`src/assert_macros.svh`:
```
// ----------------------------------------------------------------------------
// Assertion macros
// Shared concurrent assertion wrappers for the rate limiter RTL.
// ----------------------------------------------------------------------------
`ifndef ASSERT_MACROS_SVH
`define ASSERT_MACROS_SVH
`ifndef SYNTHESIS
// Checked property with asynchronous reset disable.
`define ASSERT_CHK(label, clk, rst_n, prop, msg) \
	label: assert property (@(posedge clk) disable iff (!rst_n) prop) else $error(msg);
// Checked property that also holds during reset.
`define ASSERT_ALWAYS(label, clk, prop, msg) \
	label: assert property (@(posedge clk) prop) else $error(msg);
`else
`define ASSERT_CHK(label, clk, rst_n, prop, msg)
`define ASSERT_ALWAYS(label, clk, prop, msg)
`endif
`endif

```
`src/gcra_pkg.sv`:
```
// ----------------------------------------------------------------------------
// GCRA rate limiter package
// Widths, codes and the records passed between the pipeline stages.
// ----------------------------------------------------------------------------
package gcra_pkg;

	localparam int TIME_W     = 63;
	localparam int INTERVAL_W = 30;
	localparam int BURST_W    = 32;
	localparam int PROD_W     = INTERVAL_W + BURST_W;
	localparam int CFG_IDX_W  = 1;
	localparam int CFG_DATA_W = 32;
	localparam int STATUS_W   = 2;

	localparam logic [TIME_W-1:0] TIME_MAX = {TIME_W{1'b1}};

	localparam logic [STATUS_W-1:0] STATUS_ALLOWED      = 2'd0;
	localparam logic [STATUS_W-1:0] STATUS_WAIT         = 2'd1;
	localparam logic [STATUS_W-1:0] STATUS_INSUFFICIENT = 2'd2;

	localparam logic [CFG_IDX_W-1:0] CFG_INTERVAL = 1'd0;
	localparam logic [CFG_IDX_W-1:0] CFG_BURST    = 1'd1;

	typedef logic [TIME_W-1:0] time_t;

	typedef struct packed {
		logic [INTERVAL_W-1:0] interval;
		logic [BURST_W-1:0]    burst;
		logic [PROD_W-1:0]     tol;
	} cfg_t;

	typedef struct packed {
		logic               peek;
		time_t              now;
		logic [BURST_W-1:0] amount;
	} req_t;

	typedef struct packed {
		logic              peek;
		logic              zero;
		logic              over;
		time_t             now;
		logic [PROD_W-1:0] incr;
		logic [PROD_W-1:0] tol;
		logic [TIME_W:0]   now_tol;
	} prep_t;

	typedef struct packed {
		logic [STATUS_W-1:0] status;
		time_t               ready_ns;
		time_t               wait_ns;
	} res_t;

endpackage

```
`src/gcra_prep.sv`:
```
// ----------------------------------------------------------------------------
// GCRA request preparation stage
// Classifies the amount, forms the TAT increment and the sum of the current
// time and the tolerance, none of which depend on the stored TAT.
// ----------------------------------------------------------------------------
module gcra_prep
	import gcra_pkg::*;
(
	input  logic  clk,
	input  logic  load,
	input  req_t  req,
	input  cfg_t  cfg,
	output prep_t prep_s2
);

	prep_t prep_d;

	always_comb begin
		prep_d.peek    = req.peek;
		prep_d.zero    = (req.amount == '0);
		prep_d.over    = (req.amount > cfg.burst);
		prep_d.now     = req.now;
		prep_d.incr    = PROD_W'(cfg.interval) * PROD_W'(req.amount);
		prep_d.tol     = cfg.tol;
		prep_d.now_tol = {1'b0, req.now} + (TIME_W + 1)'(cfg.tol);
	end

	always_ff @(posedge clk) begin
		if (load) begin
			prep_s2 <= prep_d;
		end
	end

endmodule

```
`config.mk`:
```
export PLATFORM = sky130hd
export DESIGN_NAME = gcra_prep
export DESIGN_NICKNAME = d
export VERILOG_FILES = /design/src/assert_macros.svh /design/src/gcra_pkg.sv /design/src/gcra_prep.sv
export SDC_FILE = /design/constraint.sdc
export NUM_CORES = 2
export LEC_CHECK = 0
export CAP_MARGIN = 5
export CORE_MARGIN = 5
export CORE_UTILIZATION = 56
export DETAILED_ROUTE_END_ITERATION = 16
export DONT_BUFFER_PORTS = 1
export PLACE_DENSITY = 0.78
export SYNTH_ARGS = -nofsm -noshare
export SYNTH_HDL_FRONTEND = slang
export SYNTH_SLANG_ARGS = --single-unit
```
`constraint.sdc`:
```
create_clock -name clk -period 20.6 [get_ports clk]
set_input_delay 1.03 -clock clk [delete_from_list [all_inputs] [get_ports clk]]
set_output_delay 1.03 -clock clk [all_outputs]
set_load 0.03 [all_outputs]
```
==> reports/metrics.csv <==
stage,metric,value,unit
logic_synthesis,ys_seq_area_share,17.4,%
critical_path,end_kind,flip-flop,
logic_synthesis,avgSynthCellArea,9.76,µm²
critical_path,start_kind,input port,
route,drtIter0Drc,2402,
worst_hold_path,hold_path_class,in -> reg,
cts,path_clk_slew,0.07,ns
timing,finalHoldViolations,0,
final_layout,fillers,6484,
route,wirelength,122000,µm
global_routing,grt.overflow.total,0,
timing,setup_viol,0,
critical_path,cp_top_family,adder cells,
floorplan,dieArea,0.0838,mm²
cts,cts_buffers,30,
global_routing,first_global_vias,32800,
final_layout,largest_register,prep_s2,
timing,slew_headroom,45.2,%
route,postRouteAntennaNets,0,
timing,fmax,126,MHz
floorplan,die-width,290,µm
global_routing,grt_pass1_wl,188000,µm
logic_synthesis,synthesis.area,0.0437,mm²
critical_path,critPathBufInv,4,
final_layout,mostFrequentLayoutCell,inv_1,
floorplan,row_count,102,
floorplan,die_y,290,µm
status,status,"complete, no violations",
final_layout,top_regs,prep_s2 x254,
logic_synthesis,synth_cell_type_count,69,
critical_path,crit_type,in -> reg,
critical_path,cp_cell_sequence,and2_1 > fa_1 > fa_1 > inv_1 > fa_1 > fa_1 > inv_1 > fa_1 > fa_1 > fa_1 > inv_1 > fa_1 > inv_1 > ha_1 > a21oi_1 > o21ai_1 > o21ai_0 > nor2b_1 > a211oi_1 > a41o_1 > a311o_1 > a21o_1 > a311oi_1 > xnor2_1,
cts,cts_setup_buffers,0,
logic_synthesis,async_flop_share,0,%
logic_synthesis,yosys_warnings,0,
final_layout,multi_input_area,0.0318,mm²
cts,cts_sinks,254,
floorplan,start_util,56.5,%
route,drtPass1Iterations,8,
logic_synthesis,syn_inst,4480,
timing,fin_crit_sh,38.5,%
final_layout,largest_register_ffs,254,
timing,slew_violations,0,
route,vias,31000,
global_routing,grt_max_degree,255,
cts,post_cts_resized,0,
logic_synthesis,synth-edff-count,254,
logic_synthesis,ys.flop_type,edfxtp_1,
cts,cts-root-buf,clkbuf_16,
critical_path,cpMaxStageDelayCell,a211oi_1,
final_layout,finalNetCount,5683,
global_routing,track_usage,29.1,%
critical_path,cp_max_fo,32,
floorplan,core_area,0.0775,mm²
logic_synthesis,ys_ff_latch,254,
critical_path,path_common_cell,fa_1,
route,via_per_inst,5.79,
timing,worstMarginPinSlew,0.823,ns
final_layout,drive_above_1_share,1.49,%
placement,dp_hpwl,95400,µm
timing,rsz0062_at_grt,false,
timing,post-route-min-period,7.92,ns
cts,postCtsHoldBufs,0,
timing,tns,0,ns
logic_synthesis,synth_fp_nets,5883,
placement,io_buffers,0,
cts,cts_tree,done,
route,drc,0,
final_layout,layout_common_cells,"930 x inv_1, 837 x fa_1, 588 x and2_1",
route,wl_per_cell,22.8,µm
job,drv_cap,0,
global_routing,antenna_found_initial,8,
critical_path,slowest_delay,0.67,ns
cts,ctsLongestPathBuffers,3,
cts,htree_levels,1,
critical_path,crit_arrival,8.26,ns
final_layout,syn_to_final_growth,3.15,%
placement,routabilityCongestion,0.925,
floorplan,io_pins,476,
final_layout,regArea,0.00763,mm²
critical_path,required,20.94,ns
-- through the flow --
| step | hold WS (ns) | utilization (%) | cell area (µm²) | instances | setup slack [ns] |
|---|---|---|---|---|---|
| floorplan | 1.13 | - | 43700 | 4480 | 12.58 |
| global placement | 1.13 | 57.0 | 44200 | 5288 | 12.14 |
| detailed placement | 1.13 | 57.0 | 44200 | 5288 | 12.13 |
| CTS | 0.501 | 58.2 | 45100 | 5340 | 12.77 |
| global route | 0.511 | 58.2 | 45100 | 5341 | 12.28 |
| finish | 0.531 | 58.3 | 45100 | 5347 | 12.68 |
-- cell families after synthesis --
group / Yosys count / share of synthesized area (%)
muxes: 1 / 0.0257
and+or+nand+nor: 1318 / 15.6
xor gates and xnor gates: 118 / 2.36
buffers and inverters: 1162 / 9.99
AOI/OAI and AO/OA: 446 / 6.43
adders and majority gates: 1181 / 48.1
DFF: 254 / 17.4
-- synth_stat cells, types with 14 or more instances --
cell type  instances  area [µm²]
a211oi_1          14         105
o21bai_1          27         203
fa_1             837       16800
inv_1            930        3490
and3_1            15        93.8
and2_1           588        3680
nor2_1            71         267
nor3_1            22         110
xor2_1            44         385
a21o_1            72         541
xnor2_1           74         648
ha_1             344        4300
nand2_1          485        1820
nand3_1           33         165
clkbuf_1         226         848
o21ai_1           21         105
o21ai_0           62         310
edfxtp_1         254        7630
nor2b_1           14        87.6
a21oi_1          159         796
nand4_1           41         257
-- layer usage --
layer | GRT usage, % | vias to the layer above | routed length [µm]
met3 | 6.02 | 323 | 11500
met1 | 37.1 | 15800 | 44800
met5 | 0 | - | 13
met2 | 48.6 | 1518 | 59300
met4 | 12.8 | 2 | 6300
li1 | - | 13300 | -
-- cell type report --
cell class,count,area share [%]
multi-input combinational,3064,70.4
sequential,254,16.9
inverter,930,7.74
tap,1040,2.88
clock buffer,32,1.68
clock inverter,20,0.397
antenna,7,0.0388
-- worst paths after layout --
path              cells past startpoint           end      from
setup / recovery                     24  prep_s2[180]  cfg[100]
hold / removal                        0  prep_s2[253]   req[95]
Power is left out: the tool's default activity adds up to more than one toggle a clock period on the data nets, which glitch-free logic cannot reach.
