==> src/assert_macros.svh <==
// ----------------------------------------------------------------------------
// Assertion macros
// Shared concurrent assertion wrappers for the rate limiter RTL.
// ----------------------------------------------------------------------------
`ifndef ASSERT_MACROS_SVH
`define ASSERT_MACROS_SVH
`ifndef SYNTHESIS
// Checked property with asynchronous reset disable.
`define ASSERT_CHK(label, clk, rst_n, prop, msg) \
	label: assert property (@(posedge clk) disable iff (!rst_n) prop) else $error(msg);
// Checked property that also holds during reset.
`define ASSERT_ALWAYS(label, clk, prop, msg) \
	label: assert property (@(posedge clk) prop) else $error(msg);
`else
`define ASSERT_CHK(label, clk, rst_n, prop, msg)
`define ASSERT_ALWAYS(label, clk, prop, msg)
`endif
`endif

==> src/gcra_pkg.sv <==
// ----------------------------------------------------------------------------
// GCRA rate limiter package
// Widths, codes and the records passed between the pipeline stages.
// ----------------------------------------------------------------------------
package gcra_pkg;

	localparam int TIME_W     = 63;
	localparam int INTERVAL_W = 30;
	localparam int BURST_W    = 32;
	localparam int PROD_W     = INTERVAL_W + BURST_W;
	localparam int CFG_IDX_W  = 1;
	localparam int CFG_DATA_W = 32;
	localparam int STATUS_W   = 2;

	localparam logic [TIME_W-1:0] TIME_MAX = {TIME_W{1'b1}};

	localparam logic [STATUS_W-1:0] STATUS_ALLOWED      = 2'd0;
	localparam logic [STATUS_W-1:0] STATUS_WAIT         = 2'd1;
	localparam logic [STATUS_W-1:0] STATUS_INSUFFICIENT = 2'd2;

	localparam logic [CFG_IDX_W-1:0] CFG_INTERVAL = 1'd0;
	localparam logic [CFG_IDX_W-1:0] CFG_BURST    = 1'd1;

	typedef logic [TIME_W-1:0] time_t;

	typedef struct packed {
		logic [INTERVAL_W-1:0] interval;
		logic [BURST_W-1:0]    burst;
		logic [PROD_W-1:0]     tol;
	} cfg_t;

	typedef struct packed {
		logic               peek;
		time_t              now;
		logic [BURST_W-1:0] amount;
	} req_t;

	typedef struct packed {
		logic              peek;
		logic              zero;
		logic              over;
		time_t             now;
		logic [PROD_W-1:0] incr;
		logic [PROD_W-1:0] tol;
		logic [TIME_W:0]   now_tol;
	} prep_t;

	typedef struct packed {
		logic [STATUS_W-1:0] status;
		time_t               ready_ns;
		time_t               wait_ns;
	} res_t;

endpackage

==> src/gcra_cfg.sv <==
// ----------------------------------------------------------------------------
// GCRA configuration registers
// Holds the emission interval and burst limit and their product, the delay
// tolerance.
// ----------------------------------------------------------------------------
module gcra_cfg
	import gcra_pkg::*;
(
	input  logic                  clk,
	input  logic                  arst_n,
	input  logic                  cfg_we,
	input  logic [CFG_IDX_W-1:0]  cfg_index,
	input  logic [CFG_DATA_W-1:0] cfg_data,
	output cfg_t                  cfg
);

	logic [INTERVAL_W-1:0] interval_q;
	logic [BURST_W-1:0]    burst_q;
	logic [PROD_W-1:0]     tol_q;

	always_ff @(posedge clk or negedge arst_n) begin
		if (!arst_n) begin
			interval_q <= INTERVAL_W'(1);
			burst_q    <= BURST_W'(1);
		end else if (cfg_we) begin
			unique case (cfg_index)
				CFG_INTERVAL: interval_q <= cfg_data[INTERVAL_W-1:0];
				CFG_BURST:    burst_q    <= cfg_data[BURST_W-1:0];
				default: begin
				end
			endcase
		end
	end

	always_ff @(posedge clk or negedge arst_n) begin
		if (!arst_n) begin
			tol_q <= PROD_W'(1);
		end else begin
			tol_q <= PROD_W'(interval_q) * PROD_W'(burst_q);
		end
	end

	assign cfg.interval = interval_q;
	assign cfg.burst    = burst_q;
	assign cfg.tol      = tol_q;

endmodule

==> config.mk <==
export PLATFORM = sky130hd
export DESIGN_NAME = gcra_cfg
export DESIGN_NICKNAME = d
export VERILOG_FILES = /design/src/assert_macros.svh /design/src/gcra_pkg.sv /design/src/gcra_cfg.sv
export SDC_FILE = /design/constraint.sdc
export NUM_CORES = 2
export LEC_CHECK = 0
export BUFFER_PORTS_ARGS = -buffer_cell sky130_fd_sc_hd__buf_2
export CORE_ASPECT_RATIO = 0.9
export CORE_MARGIN = 2
export CORE_UTILIZATION = 55
export DETAILED_ROUTE_END_ITERATION = 10
export HOLD_SLACK_MARGIN = 0.02
export PLACE_DENSITY = 0.72
export RECOVER_POWER = 50
export SLEW_MARGIN = 20
export SYNTH_ARGS = -nofsm -noshare
export SYNTH_HDL_FRONTEND = slang
export SYNTH_SLANG_ARGS = --single-unit
==> constraint.sdc <==
create_clock -name clk -period 8.6 [get_ports clk]
set_input_delay 1.72 -clock clk [delete_from_list [all_inputs] [get_ports clk]]
set_output_delay 1.72 -clock clk [all_outputs]
set_load 0.1 [all_outputs]
==> flow_summary.yaml <==
clock_tree:
  clockBufferDepth: 2
  numCtsBuffers: 17
  clkSinkCount: 124
  number_of_setup_buffers_added_after_cts: 0
  clk_latency_ps: 500
  cts_tree: "built"
  cts_root_buf: "sky130_fd_sc_hd__clkbuf_16"
  cts.reportedPaths.clkPinSlew_ps: 70
  postCtsResizedCells: 0
  cts_htree_levels: 4
  postCtsHoldBufs: 0
drt:
  postRouteWirelength_mm: 94.2
  wl_per_cell_um: 20.2
  detail_route_antenna_nets: 0
  drt_first_iter_violations: 1874
  via_per_inst: 5.41
  drc_errors: 0
  drt_pre_antenna_iters: 5
  vias: 25300
worst_setup_path:
  r2r_end: "tol_q[54]"
  setup.worst_path.start: "burst_q[14]"
  rr_startpoint: "burst_q[14]"
  path_cells: "buf_4 > and2_1 > fa_1 > fa_1 > inv_1 > fa_1 > fa_1 > inv_1 > fa_1 > fa_1 > fa_1 > inv_1 > fa_1 > inv_1 > ha_1 > a21oi_1 > o21bai_1 > a21oi_1 > o211ai_1 > a311o_1 > a21oi_2 > o31ai_1 > a221oi_2 > xnor2_1"
  critPathMostFrequentCell: "sky130_fd_sc_hd__fa_1"
  criticalPathCategory: "register to register"
  startpoint_type: "register"
  worstRegToRegCells: 24
  critical_path.max_stage_delay_ps: 990
  crit_arrival_ps: 8710
  reg2reg_setup_slack_ps: 320
  cp.required_ps: 9030
  critical-path-slowest-cell: "sky130_fd_sc_hd__dfrtp_1"
  crit_end_category: "register"
  critical_path.max_fanout: 23
placed_design:
  placedInstanceArea_um2: 37300
  place_hpwl_mm: 78.1
  buffer_ports.inserted: 159
  gp_congestion: 0.922
timing:
  clock.fmax_mhz: 121
  timing.slew.headroom_pct: -135
  final-hold-violation-count: 0
  final-setup-viol-count: 0
  rsz0062_at_grt: "no"
  finalClockSkew_ps: 18.1
  slew_viol_final: 191
  tightest_slew_ps: 3520
  totalNegativeSetupSlack_ps: 0
  fin_crit_sh_pct: 96.3
  post-route-min-period_ps: 8280
yosys:
  yosys.cell_count.top_type: "sky130_fd_sc_hd__inv_1"
  top_area_cells_in_the_synthesized_netlist: "sky130_fd_sc_hd__fa_1 (47%), sky130_fd_sc_hd__and2_1 (11%), sky130_fd_sc_hd__inv_1 (9.4%), sky130_fd_sc_hd__ha_1 (8.8%), sky130_fd_sc_hd__dfrtp_1 (8.5%)"
  synth_edf_count: 0
  synth_top_area_share_pct: 47.0
  ys_seq_area_share_pct: 8.73
  syn_nets: 4878
  synth.cell_area_um2: 35600
  ys_top_cells_by_count: "sky130_fd_sc_hd__inv_1 (891), sky130_fd_sc_hd__fa_1 (836), sky130_fd_sc_hd__and2_1 (603), sky130_fd_sc_hd__nand2_1 (412), sky130_fd_sc_hd__ha_1 (250)"
  synth_cell_types: 68
  synth-warning-count: 0
  yosys_register_bits: 124
  gate_count_of_the_mapped_netlist: 3756
  synth_top_area_cell: "sky130_fd_sc_hd__fa_1"
  postSynth.topFlopCell: "sky130_fd_sc_hd__dfrtp_1"
  post_synth.cell_area_avg_um2: 9.47
  ys_async_sr_fraction_pct: 100
floorplan:
  core.rowCount: 88
  initial_utilization_pct: 55.5
  die-height_um: 245
  placeableCoreArea_um2: 64100
  floorplan.die.width_um: 272
  dieArea_um2: 66700
  top_level_ports: 160
hold_path:
  worstHoldStart: "interval_q[0]"
  worstHoldEndpoint: "tol_q[0]"
  whs_path_depth: 1
  hold_path_class: "register to register"
grt:
  via_count_of_the_first_global_routing_pass: 27200
  gr-total-overflow: 0
  antenna_found_initial: 1
  pin_count_of_the_biggest_net_entering_global_routing: 64
  wire_length_of_the_first_global_routing_pass_mm: 155
  globalRouteTotalUtil_pct: 30.5
status:
  run_status: "complete, but fails checks"
  violations_in_the_final_reports: "capacitance limit, slew limit"
layout:
  finalNetCount: 4927
  ff_latch_area_um2: 3110
  multi_input_area_um2: 28300
  layout-drive-gt1-share_pct: 9.20
  areaGrowthSynthToFinish_pct: 6.60
  final.fill_count: 5499
  finished_layout_cell_area_um2: 37900
flow_run:
  drv.max_cap_violation_count: 4
==> logic make-up after synthesis <==
| kind of cell | synth area share [%] |
|---|---|
| muxes | 2.02 |
| xor gates and xnor gates | 1.40 |
| and+or+nand+nor | 16.6 |
| AOI/OAI and AO/OA | 3.80 |
| adders and majority gates | 55.8 |
| buffers and inverters | 11.7 |
| DFF | 8.73 |
==> sequential cells by signal (all words and copies together) (netlist names) <==
name	cells
interval_q	30
tol_q	62
burst_q	32
==> through the flow <==
stage / utilization, % / setup WS, ps / hold slack [ps] / cells
final: 59.2 / 321 / 812 / 4674
after global routing: 59.2 / 32.2 / 850 / 4673
after CTS: 59.2 / 396 / 803 / 4672
after detailed placement: 58.2 / 443 / 792 / 4641
after global placement: 58.2 / 524 / 789 / 4641
after floorplan: - / 765 / 870 / 3756
==> area by class of cell <==
type / instances / share of cell area [%]
multi-input combinational: 2528 / 74.7
inverter: 892 / 8.83
sequential: 124 / 8.19
timing repair buffer: 242 / 3.74
tap: 855 / 2.82
clock buffer: 18 / 1.16
clock inverter: 13 / 0.561
antenna: 2 / 0.0132
==> per-layer routing <==
metal  vias up  part of all wire [%]  GRT usage, %
met5         -                     0             0
met4         0                   2.0          6.90
met3       112                    11          8.93
met2      1175                    43          43.5
met1     13100                    44          45.9
li1      11000                     -             -
==> layout by cell type, fill, tap and decap left out, drive strengths merged, types with 4 or more instances in the layout <==
cell	Yosys	final
a211oi	5	5
a21o	31	31
a21oi	63	63
a31oi	9	9
and2	603	603
and3	9	9
buf	11	237
bufinv	0	5
clkbuf	201	23
dfrtp	121	121
fa	836	836
ha	250	250
inv	892	895
mux2	63	63
nand2	414	414
nand2b	4	4
nand3	11	11
nand4	11	11
nor2	39	39
nor2b	5	5
nor3	8	8
o211ai	5	5
o21a	5	5
o21ai	37	37
o21bai	11	11
o31a	5	5
o31ai	5	5
xnor2	36	36
xor2	21	21
==> worst max-delay path, delay by kind of cell (launching register included) <==
family                   cells  cell delay, ps
XOR/XNOR                     1             140
AND/OR/NAND/NOR              1             180
AO/OA/AOI/OAI                8            1980
adder cells (fa/ha/maj)      9            4410
buffers and inverters        5             540
flip-flops                   1             990
==> how the worst max path moves through the flow <==
stage / endpoint
detailed placement: tol_q[54]
CTS: tol_q[54]
finish: tol_q[54]
global placement: tol_q[54]
global route: tol_q[54]
floorplan: tol_q[58]
Power is not shown: default switching activity piles up to over one toggle a cycle in this logic, so the estimate is an artifact.
