### src/assert_macros.svh
// ----------------------------------------------------------------------------
// Assertion macros
// Shared concurrent assertion wrappers for the rate limiter RTL.
// ----------------------------------------------------------------------------
`ifndef ASSERT_MACROS_SVH
`define ASSERT_MACROS_SVH
`ifndef SYNTHESIS
// Checked property with asynchronous reset disable.
`define ASSERT_CHK(label, clk, rst_n, prop, msg) \
	label: assert property (@(posedge clk) disable iff (!rst_n) prop) else $error(msg);
// Checked property that also holds during reset.
`define ASSERT_ALWAYS(label, clk, prop, msg) \
	label: assert property (@(posedge clk) prop) else $error(msg);
`else
`define ASSERT_CHK(label, clk, rst_n, prop, msg)
`define ASSERT_ALWAYS(label, clk, prop, msg)
`endif
`endif

### src/gcra_pkg.sv
// ----------------------------------------------------------------------------
// GCRA rate limiter package
// Widths, codes and the records passed between the pipeline stages.
// ----------------------------------------------------------------------------
package gcra_pkg;

	localparam int TIME_W     = 63;
	localparam int INTERVAL_W = 30;
	localparam int BURST_W    = 32;
	localparam int PROD_W     = INTERVAL_W + BURST_W;
	localparam int CFG_IDX_W  = 1;
	localparam int CFG_DATA_W = 32;
	localparam int STATUS_W   = 2;

	localparam logic [TIME_W-1:0] TIME_MAX = {TIME_W{1'b1}};

	localparam logic [STATUS_W-1:0] STATUS_ALLOWED      = 2'd0;
	localparam logic [STATUS_W-1:0] STATUS_WAIT         = 2'd1;
	localparam logic [STATUS_W-1:0] STATUS_INSUFFICIENT = 2'd2;

	localparam logic [CFG_IDX_W-1:0] CFG_INTERVAL = 1'd0;
	localparam logic [CFG_IDX_W-1:0] CFG_BURST    = 1'd1;

	typedef logic [TIME_W-1:0] time_t;

	typedef struct packed {
		logic [INTERVAL_W-1:0] interval;
		logic [BURST_W-1:0]    burst;
		logic [PROD_W-1:0]     tol;
	} cfg_t;

	typedef struct packed {
		logic               peek;
		time_t              now;
		logic [BURST_W-1:0] amount;
	} req_t;

	typedef struct packed {
		logic              peek;
		logic              zero;
		logic              over;
		time_t             now;
		logic [PROD_W-1:0] incr;
		logic [PROD_W-1:0] tol;
		logic [TIME_W:0]   now_tol;
	} prep_t;

	typedef struct packed {
		logic [STATUS_W-1:0] status;
		time_t               ready_ns;
		time_t               wait_ns;
	} res_t;

endpackage

### src/gcra_core.sv
// ----------------------------------------------------------------------------
// GCRA decision stage
// Keeps the theoretical arrival time, decides allow, wait or refuse and
// registers the result.
// ----------------------------------------------------------------------------
module gcra_core
	import gcra_pkg::*;
(
	input  logic  clk,
	input  logic  arst_n,
	input  logic  load,
	input  prep_t prep,
	output res_t  res
);

	`include "assert_macros.svh"

	time_t           tat_q;
	time_t           base;
	logic [TIME_W:0] sum;
	time_t           cand;
	logic [TIME_W:0] wait_diff;
	time_t           earliest;
	logic            must_wait;
	res_t            res_d;
	logic            update;
	res_t            res_q;

	always_comb begin
		base      = (tat_q > prep.now) ? tat_q : prep.now;
		sum       = {1'b0, base} + (TIME_W + 1)'(prep.incr);
		cand      = sum[TIME_W] ? TIME_MAX : sum[TIME_W-1:0];
		must_wait = ({1'b0, cand} > prep.now_tol);
		wait_diff = {1'b0, cand} - prep.now_tol;
		earliest  = cand - TIME_W'(prep.tol);

		res_d.status   = STATUS_ALLOWED;
		res_d.ready_ns = '0;
		res_d.wait_ns  = '0;
		update         = 1'b0;
		if (prep.zero) begin
			res_d.status = STATUS_ALLOWED;
		end else if (prep.over) begin
			res_d.status   = STATUS_INSUFFICIENT;
			res_d.ready_ns = TIME_MAX;
			res_d.wait_ns  = TIME_MAX;
		end else if (must_wait) begin
			res_d.status   = STATUS_WAIT;
			res_d.ready_ns = earliest;
			res_d.wait_ns  = wait_diff[TIME_W-1:0];
		end else begin
			update = !prep.peek;
		end
	end

	always_ff @(posedge clk or negedge arst_n) begin
		if (!arst_n) begin
			tat_q <= '0;
		end else if (load && update) begin
			tat_q <= cand;
		end
	end

	always_ff @(posedge clk) begin
		if (load) begin
			res_q <= res_d;
		end
	end

	assign res = res_q;

	`ASSERT_CHK(a_tat_hold, clk, arst_n, !load |=> $stable(tat_q),
		"TAT changed without a decision")
	`ASSERT_CHK(a_tat_grows, clk, arst_n, load && update |=> tat_q >= $past(prep.now),
		"TAT fell behind the request time")

endmodule

### config.mk
export PLATFORM = sky130hd
export DESIGN_NAME = gcra_core
export DESIGN_NICKNAME = d
export VERILOG_FILES = /design/src/gcra_pkg.sv /design/src/gcra_core.sv
export VERILOG_INCLUDE_DIRS = /design/src /design/src/src
export SDC_FILE = /design/constraint.sdc
export NUM_CORES = 1
export LEC_CHECK = 0
export ABC_AREA = 1
export BUFFER_PORTS_ARGS = -buffer_cell sky130_fd_sc_hd__buf_2
export CAP_MARGIN = 20
export CORE_MARGIN = 3
export CORE_UTILIZATION = 48
export CTS_BUF_LIST = sky130_fd_sc_hd__clkbuf_2
export DETAILED_ROUTE_END_ITERATION = 16
export PLACE_DENSITY = 0.7
export SKIP_CTS_REPAIR_TIMING = 1
export SLEW_MARGIN = 20
export SYNTH_ARGS = -nofsm -noshare
export SYNTH_HDL_FRONTEND = slang
export SYNTH_SLANG_ARGS = --single-unit
### constraint.sdc
create_clock -name clk -period 13.3 [get_ports clk]
set_input_delay 1.33 -clock clk [delete_from_list [all_inputs] [get_ports clk]]
set_output_delay 1.33 -clock clk [all_outputs]
set_load 0.02 [all_outputs]
==> impl_summary.md, run 1 <==
Global route
Entering global routing, the biggest net connects 89 pins. The global routing usage summed across all routing layers is roughly a third. The via count of the first global-routing pass is 23,340. The initial antenna violation count is 2.

The first global-routing pass estimated roughly 130,000 um of wire. For this run the aggregate overflow at the end of global routing stands at 0.

Routing
The detail-routed via count per cell is approximately 5.6. The total iterations of the first detailed-routing run is 6. The detail route stage leaves a number of antenna-violating nets equal to 0. The detailed router finished its first iteration with 2,313 violations.

The total routed wirelength is just under 90,000 um. The DRC violations left is 0. In the final routed layout, each cell accounts on average for just under 20 um. The count of vias placed by the detailed router is between 20,000 and 30,000.

Floorplan
The total area inside the core boundary comes to 46,650 um2. The die extent in y is 223.8 um. The initial core utilization is about half. The area of the die is about 50,000 um2. The floorplan has 79 rows. The die is ~220 um wide. The count of boundary I/O pins is a little under 400.

Final layout
The top cell types in the final layout, fill and taps aside, are sky130_fd_sc_hd__nand2_1 (781), sky130_fd_sc_hd__inv_1 (566), sky130_fd_sc_hd__nor2_1 (419). The post-layout utilization of the core is 54.65%. The filler cells instantiated in the layout total 4,928.

The most common cell after layout, fill and taps aside is sky130_fd_sc_hd__nand2_1. The post-layout net count is around 4,400. The area of the multi-input gates is 14,930 um2. The area growth from synthesis to layout is 12.01%. The cell area after layout is between 20,000 and 30,000 um2. The total area of sequential cells is ~5400 um2. The share of cells above drive strength 1 is between 10% and 20%.

Yosys
Counting every net in the synthesized netlist gives 4,001. The cell accounting for the most synthesized area is sky130_fd_sc_hd__edfxtp_1. The number of enable-type register cells in the synthesized netlist is 128. The sequential share of the synthesized area is about a quarter. Yosys printed 0 warnings. The cell count after synthesis came out at between 3,000 and 4,000.

After synthesis, the share of flip-flops with an asynchronous set or reset is between 30 and 40%. The count of state elements after synthesis is around 190. The area share of the largest cell type after synthesis is between 10% and 20%. The synthesized netlist occupies a cell area of about 23,000 um2. The post-synthesis area per instance is around 6.5 um2. The most instantiated flip-flop cell in the synthesis netlist is sky130_fd_sc_hd__edfxtp_1. By area the synthesized netlist is led by sky130_fd_sc_hd__edfxtp_1 (17%), sky130_fd_sc_hd__ha_1 (14%), sky130_fd_sc_hd__nand2_1 (13%). The number of distinct library cells after synthesis is 52.

Worst setup path
The endpoint identified for the worst register-to-register timing path is tat_q[62]. The worst register-to-register path has a depth of 39. The slowest stage of the critical path belongs to the cell sky130_fd_sc_hd__clkinv_2.

Together, buffers and inverters on the worst path number 5. The critical path is of the reg2reg type. The capturing element type of the critical path is a flip-flop.

Across all register-to-register paths, the minimum setup slack is ~2.7 ns. The type of origin of the critical path is a flip-flop. The worst flop-to-flop path startpoint is tat_q[54]. For this run, the slowest stage of the critical path takes around 0.92 ns. Along the worst path, the maximum fanout reaches 88.

For the worst setup path, the data required time is 14.14 ns. The cell type with the highest occurrence count on the critical path is sky130_fd_sc_hd__nand2_1. The largest delay contributor family on the critical path is simple AND/OR/NAND/NOR gates. For the worst setup path, the data arrival time is 11.44 ns.

Placement
The routability-driven placement congestion ratio is approximately 1.0. OpenSTA, run right after detailed placement, puts the worst setup slack at 2.111 ns. The standard cell area after detailed placement is ~25,000 um2. During placement, the flow inserted port buffers numbering ~380.

The total half-perimeter wirelength after legalization and detailed placement is 75,770 um.

Flow run
The tool flagged a number of max-cap violations equal to 0.

STA
The total count of max-transition violations in the final report was 0. The period utilization is between 70 and 80%. In the post-route analysis, the smallest setup slack over all paths is approximately 2.7 ns. The pin slew with the least headroom to its limit is ~1.0 ns. Summed over all failing endpoints, the final setup total negative slack is 0 ns. The final hold violation count is 0. The setup skew after layout is between 0.07 and 0.08 ns. The post-route minimum period is approximately 11 ns. Setup repair after global routing left no endpoint under its margin. The maximum clock frequency is 94.36 MHz.

Setup violations remaining at the end of the flow were counted as 0. The headroom to the max-slew limit is 33.24%.

Clock tree
The number of buffers created by CTS is 17. CTS saw roughly 190 sinks. The tree is rooted in a sky130_fd_sc_hd__clkbuf_2. The H-tree depth reported by CTS is 4. The clock latency of the later-clocked register in the worst-skew pair is between 0.9 and 1 ns.

The clock tree from TritonCTS is built. After clock tree synthesis, the clock-pin slew on the worst setup and hold paths is 0.27 ns. The clock passes through at most 2 buffers.

Hold path
In this run the worst hold path is classified as in2async.

Outcome
The run finished with clean final reports.
[state kept, by name, summed over array words and instances, names as in the netlist]
| signal | cells |
|---|---|
| res | 128 |
| tat_q | 63 |
[metal layers]
metal  global-route usage (%)  wire (um)  vias up
met5                        0          0        -
met2                    56.21      40010     1127
met4                    11.64       3173        0
met3                    2.975       6770      156
li1                         -          -    12240
met1                    47.20      38530    11630
[worst max-delay path by stage]
stage | end | cells after the start | startpoint
after floorplan | res[103] | 44 | prep[242]
after global placement | tat_q[13] | 40 | prep[242]
after detailed placement | tat_q[15] | 49 | prep[242]
after CTS | tat_q[62] | 47 | tat_q[54]
after global routing | tat_q[62] | 41 | tat_q[54]
final | tat_q[62] | 39 | tat_q[54]
[metrics by stage]
stage / hold WS [ns] / std cells
final: 0.4987 / 4471
after global routing: 0.4797 / 4470
after CTS: 0.4807 / 4465
after detailed placement: 0.4999 / 4433
after global placement: 0.4752 / 4433
after floorplan: 0.4530 / 3491
[cell families after synthesis]
kind of cell,after synthesis,synth area share (%)
xor gates and xnor gates,131,5.041
DFF,191,23.81
AOI/OAI and AO/OA,832,20.40
adders and majority gates,253,14.01
buffers and inverters,627,10.62
and+or+nand+nor,1457,26.12
[cell usage after synthesis, types with 4 or more instances]
library cell	number
sky130_fd_sc_hd__nand2_1	783
sky130_fd_sc_hd__inv_1	566
sky130_fd_sc_hd__nor2_1	419
sky130_fd_sc_hd__a21oi_1	348
sky130_fd_sc_hd__ha_1	250
sky130_fd_sc_hd__o21ai_0	245
sky130_fd_sc_hd__nand3_1	140
sky130_fd_sc_hd__edfxtp_1	128
sky130_fd_sc_hd__xor2_1	68
sky130_fd_sc_hd__dfrtp_1	63
sky130_fd_sc_hd__xnor2_1	63
sky130_fd_sc_hd__o21ai_1	50
sky130_fd_sc_hd__a21o_1	49
sky130_fd_sc_hd__a31oi_1	40
sky130_fd_sc_hd__o21bai_1	33
sky130_fd_sc_hd__clkbuf_1	27
sky130_fd_sc_hd__nand4_1	26
sky130_fd_sc_hd__nor3_1	22
sky130_fd_sc_hd__buf_2	21
sky130_fd_sc_hd__a21boi_0	18
sky130_fd_sc_hd__nor4_1	18
sky130_fd_sc_hd__or2_2	17
sky130_fd_sc_hd__o21a_1	10
sky130_fd_sc_hd__o211ai_1	9
sky130_fd_sc_hd__and3_1	8
sky130_fd_sc_hd__nand3b_1	7
sky130_fd_sc_hd__buf_1	6
sky130_fd_sc_hd__a211oi_1	5
sky130_fd_sc_hd__buf_6	5
sky130_fd_sc_hd__a221oi_1	4
sky130_fd_sc_hd__nand2_2	4
sky130_fd_sc_hd__nand2_4	4
[final cells by class]
class	instances	area share, %
inverter	568	8.367
antenna	6	0.05889
clock buffer	19	0.3730
timing repair buffer	394	7.842
multi-input combinational	2673	58.58
clock inverter	13	0.5447
tap	607	2.979
sequential	191	21.26
Power of run 1 is not shown: default switching activity piles up to over one toggle a cycle in this logic, so the estimate is an artifact.
==> inputs of run 2 (changes only) <==
--- a/config.mk
+++ b/config.mk
@@ -6,7 +6,7 @@
 export SDC_FILE = /design/constraint.sdc
 export NUM_CORES = 1
 export LEC_CHECK = 0
-export ABC_AREA = 1
+export ABC_AREA = 0
 export BUFFER_PORTS_ARGS = -buffer_cell sky130_fd_sc_hd__buf_2
 export CAP_MARGIN = 20
 export CORE_MARGIN = 3
==> constraint.sdc (replaced) <==
create_clock -name clk -period 10.49 [get_ports clk]
set_input_delay 1.049 -clock clk [delete_from_list [all_inputs] [get_ports clk]]
set_output_delay 1.049 -clock clk [all_outputs]
set_load 0.02 [all_outputs]
==> run 2 against run 1 <==
Against the previous run: sequential cell count is the same; clock skew fell by 0.0046 ns; area after synthesis decreased by 6.8%; setup slack lost 1.9 ns; critical path depth fell by 5; die area is 6.6% lower; worst hold slack got worse by 0.41 ns; global-route usage fell by 2.7 points; register-to-register slack worse by 1.9 ns; final cell count down 21%; non-clock buffer count grew 40; largest cell class unchanged.
==> impl_summary.md, run 2 <==
Global route
The global routing usage summed across all routing layers is 31.36% (was 34.07%). The residual overflow from global routing was 0 (unchanged). The pin count of the biggest net entering global routing was 128 (was 89). The initial antenna violation count is 3 (was 2). The global-route wire length before repair is 113,300 um (was 130,900 um).

The via count of the first global-routing pass was 19,830 (was 23,340).

Yosys
The number of enable-type register cells in the synthesized netlist is 128 (unchanged). The combinational family with the most area after synthesis is compound AO/OA/AOI/OAI gates (was simple AND/OR/NAND/NOR gates). The share of synthesized area spent on multiplexers came to 3.840% (was 0%).

The post-synthesis share of cell area spent on xor and xnor gates was 7.142% (was 5.041%). The sequential share of the synthesized area is 25.55% (was 23.81%). The cell accounting for the most synthesized area is sky130_fd_sc_hd__edfxtp_1 (unchanged).

The number of distinct library cells after synthesis was 91 (was 52). The share of synthesized cell area in and, or, nand and nor gates is 14.30% (was 26.12%). Top cell types by occurrence after synthesis: sky130_fd_sc_hd__o21ai_0 (281), sky130_fd_sc_hd__nand2_1 (272), sky130_fd_sc_hd__inv_1 (253), sky130_fd_sc_hd__ha_1 (250), sky130_fd_sc_hd__a21oi_1 (232) (was sky130_fd_sc_hd__nand2_1 (783), sky130_fd_sc_hd__inv_1 (566), sky130_fd_sc_hd__nor2_1 (419), sky130_fd_sc_hd__a21oi_1 (348), sky130_fd_sc_hd__ha_1 (250)).

The share of flip-flops with an asynchronous set or reset is 32.98% (unchanged). The library cell with the highest instance count after synthesis is sky130_fd_sc_hd__o21ai_0 (was sky130_fd_sc_hd__nand2_1). The post-synth net total is 3,120 (was 4,001). The synthesized netlist cell count is 2,610 (was 3,491). The total number of yosys warnings was 0 (unchanged). The post-synthesis compound-gate area fraction is 26.71% (was 20.40%). The post-synthesis cell area came to 21,210 um2 (was 22,760 um2). The count of state elements after synthesis was 191 (unchanged). The area share of the largest cell type after synthesis came to 18.12% (was 16.89%).

Top post-synthesis cells by area: sky130_fd_sc_hd__edfxtp_1 (18%), sky130_fd_sc_hd__ha_1 (15%), sky130_fd_sc_hd__dfrtp_1 (7.4%) (was sky130_fd_sc_hd__edfxtp_1 (17%), sky130_fd_sc_hd__ha_1 (14%), sky130_fd_sc_hd__nand2_1 (13%)). The most instantiated flip-flop cell in the synthesis netlist is sky130_fd_sc_hd__edfxtp_1 (unchanged). The post-synthesis area per instance is 8.128 um2 (was 6.520 um2). The area share of fa/ha/maj cells after synthesis is 15.03% (was 14.01%).

Worst setup path
The worst reg-to-reg path cell count is 34 (was 39). The endpoint arrival time on the critical path is 10.47 ns (was 11.44 ns). The category of the critical setup timing path is reg2reg (unchanged). The largest fanout of any net on the critical path is 70 (was 88). The type of origin of the critical path is a flip-flop (unchanged). The maximum single-stage delay on the critical path is 0.64 ns (was 0.92 ns). The setup slack on the worst flop-to-flop path is 0.77 ns (was 2.70 ns). The worst flop-to-flop path startpoint was tat_q[20] (was tat_q[54]).

The endpoint of the most critical register-to-register path is res[44] (was tat_q[62]). The worst-path cell with the longest stage delay is sky130_fd_sc_hd__nor4_1 (was sky130_fd_sc_hd__clkinv_2). The capturing element type of the critical path is a flip-flop (unchanged). The required time reported for the critical path endpoint is 11.25 ns (was 14.14 ns).

Final layout
The flip-flop count of the largest register after layout is 128 (unchanged). The count of fill cells added during filler insertion is 4,120 (was 4,928). The layout-stage area growth over the synthesis result is 13.31% (was 12.01%). Commonest cells after routing, fill and taps aside: sky130_fd_sc_hd__buf_2 (383), sky130_fd_sc_hd__o21ai_0 (281), sky130_fd_sc_hd__nand2_1 (271) (was sky130_fd_sc_hd__nand2_1 (781), sky130_fd_sc_hd__inv_1 (566), sky130_fd_sc_hd__nor2_1 (419)).

The post-layout utilization of the core is 55.43% (was 54.65%). The most common cell after layout, fill and taps aside is sky130_fd_sc_hd__buf_2 (was sky130_fd_sc_hd__nand2_1). The share of cells above drive strength 1 is 19.25% (was 11.98%). The post-layout net count was 3,448 (was 4,355).

Flow run
The max-capacitance violation count is 0 (unchanged).

Hold path
The class of the worst hold path is in2async (unchanged).

STA
The total setup violations reported at the end of the flow is 0 (unchanged). The post-route minimum period is 9.717 ns (was 10.60 ns). Unrepaired setup endpoints after global routing: false (unchanged). The total count of max-transition violations in the final report is 0 (unchanged). The final hold violation count was 0 (unchanged). The period utilization was 92.63% (was 79.68%). The headroom to the max-slew limit is 32.98% (was 33.24%). The pin slew with the least headroom to its limit is 1.005 ns (was 0.9977 ns). The summed negative setup slack over all endpoints is 0 ns (unchanged). The maximum clock frequency is 102.9 MHz (was 94.36 MHz). The setup skew after layout is 0.06783 ns (was 0.07246 ns).

Clock tree
The clock transition time at the flip-flop clock pins of the worst setup and hold paths is 0.31 ns (was 0.27 ns). The H-tree depth reported by CTS was 4 (unchanged). The clock latency of the later-clocked register in the worst-skew pair is 1.06 ns (was 0.97 ns). The clock tree from TritonCTS is built (unchanged). The number of buffers created by CTS is 17 (unchanged). The clock tree buffer depth is 2 (unchanged). The cell chosen for the clock root is sky130_fd_sc_hd__clkbuf_2 (unchanged). The clock net sink count was 191 (unchanged).

Floorplan
The count of boundary I/O pins came to 385 (unchanged). The standard cell core area came to 43,360 um2 (was 46,650 um2). The initial core utilization is 48.92% (was 48.79%). The number of placement rows is 76 (was 79). The overall die width is 216.2 um (was 223.8 um). The area of the die came to 46,760 um2 (was 50,070 um2). The die extent in y was 216.2 um (was 223.8 um).

Outcome
Run status: finished clean (unchanged).

Routing
The DRC violations left is 0 (unchanged). The detail-routed via count per cell is 5.947 (was 5.625). The total iterations of the first detailed-routing run is 6 (unchanged). The count of vias placed by the detailed router came to 21,050 (was 25,150). The post-route antenna net violation count is 0 (unchanged). The post-detailed-route wirelength per cell is 21.34 um (was 19.79 um). The number of DRC markers after the initial detailed-route iteration is 1,784 (was 2,313). The total routed wirelength came to 75,560 um (was 88,480 um).

Placement
The number of port buffers was 384 (unchanged). The total half-perimeter wirelength after legalization and detailed placement is 62,860 um (was 75,770 um). The routability-driven placement congestion ratio came to 0.9725 (was 1.050).
==> run 2: cell families after synthesis <==
family | count (synthesis)
AOI/OAI and AO/OA | 914
and+or+nand+nor | 642
buffers and inverters | 378
adders and majority gates | 253
DFF | 191
xor gates and xnor gates | 173
muxes | 59
==> run 2: area by class of cell <==
class / instances / area [um2] / share of cell area (%)
Antenna cell: 4 / 10.01 / 0.04164
Clock buffer: 18 / 90.09 / 0.3748
Clock inverter: 14 / 203.9 / 0.8485
Inverter: 253 / 949.7 / 3.951
Multi-Input combinational cell: 2041 / 14240 / 59.23
Sequential cell: 191 / 5420 / 22.55
Tap cell: 585 / 732.0 / 3.045
Timing Repair Buffer: 434 / 2395 / 9.963
==> run 2: worst max-delay path: cells and delay by family, from the launching register on <==
family,cells,cell delay (ns)
DFF,1,0.50
and+or+nand+nor,7,2.23
AOI/OAI and AO/OA,18,4.28
muxes,1,0.37
buffers and inverters,4,0.80
adders and majority gates,4,1.19
==> run 2: worst max path at each step <==
| stage | startpoint | endpoint | depth (start not counted) |
|---|---|---|---|
| after floorplan | prep[208] | res[62] | 37 |
| after global placement | prep[208] | res[113] | 36 |
| after detailed placement | prep[208] | res[7] | 36 |
| after CTS | tat_q[20] | res[43] | 34 |
| after global routing | tat_q[20] | res[43] | 34 |
| final | tat_q[20] | res[44] | 34 |
==> run 2: metal layers <==
metal	GRT usage, %	share of wire [%]	vias to the layer above	wire length [um]
li1	-	-	10090	-
met1	46.87	47	9992	35550
met2	46.62	42	888	31990
met3	4.641	7.7	88	5825
met4	9.674	2.9	0	2186
met5	0	0	-	0
==> run 2: metrics by stage <==
step           hold WS, ns  std cells  instance area [um2]  setup slack (ns)
2_1_floorplan       0.4659       2610                21210             1.941
6_report           0.08424       3540                24040            0.7730
3_5_place_dp        0.5279       3503                23710            0.2048
4_1_cts            0.01723       3535                24000            0.9213
5_1_grt            0.05437       3540                24040            0.1806
3_3_place_gp        0.4986       3503                23710            0.3303
Power of run 2 is left out for the same reason.
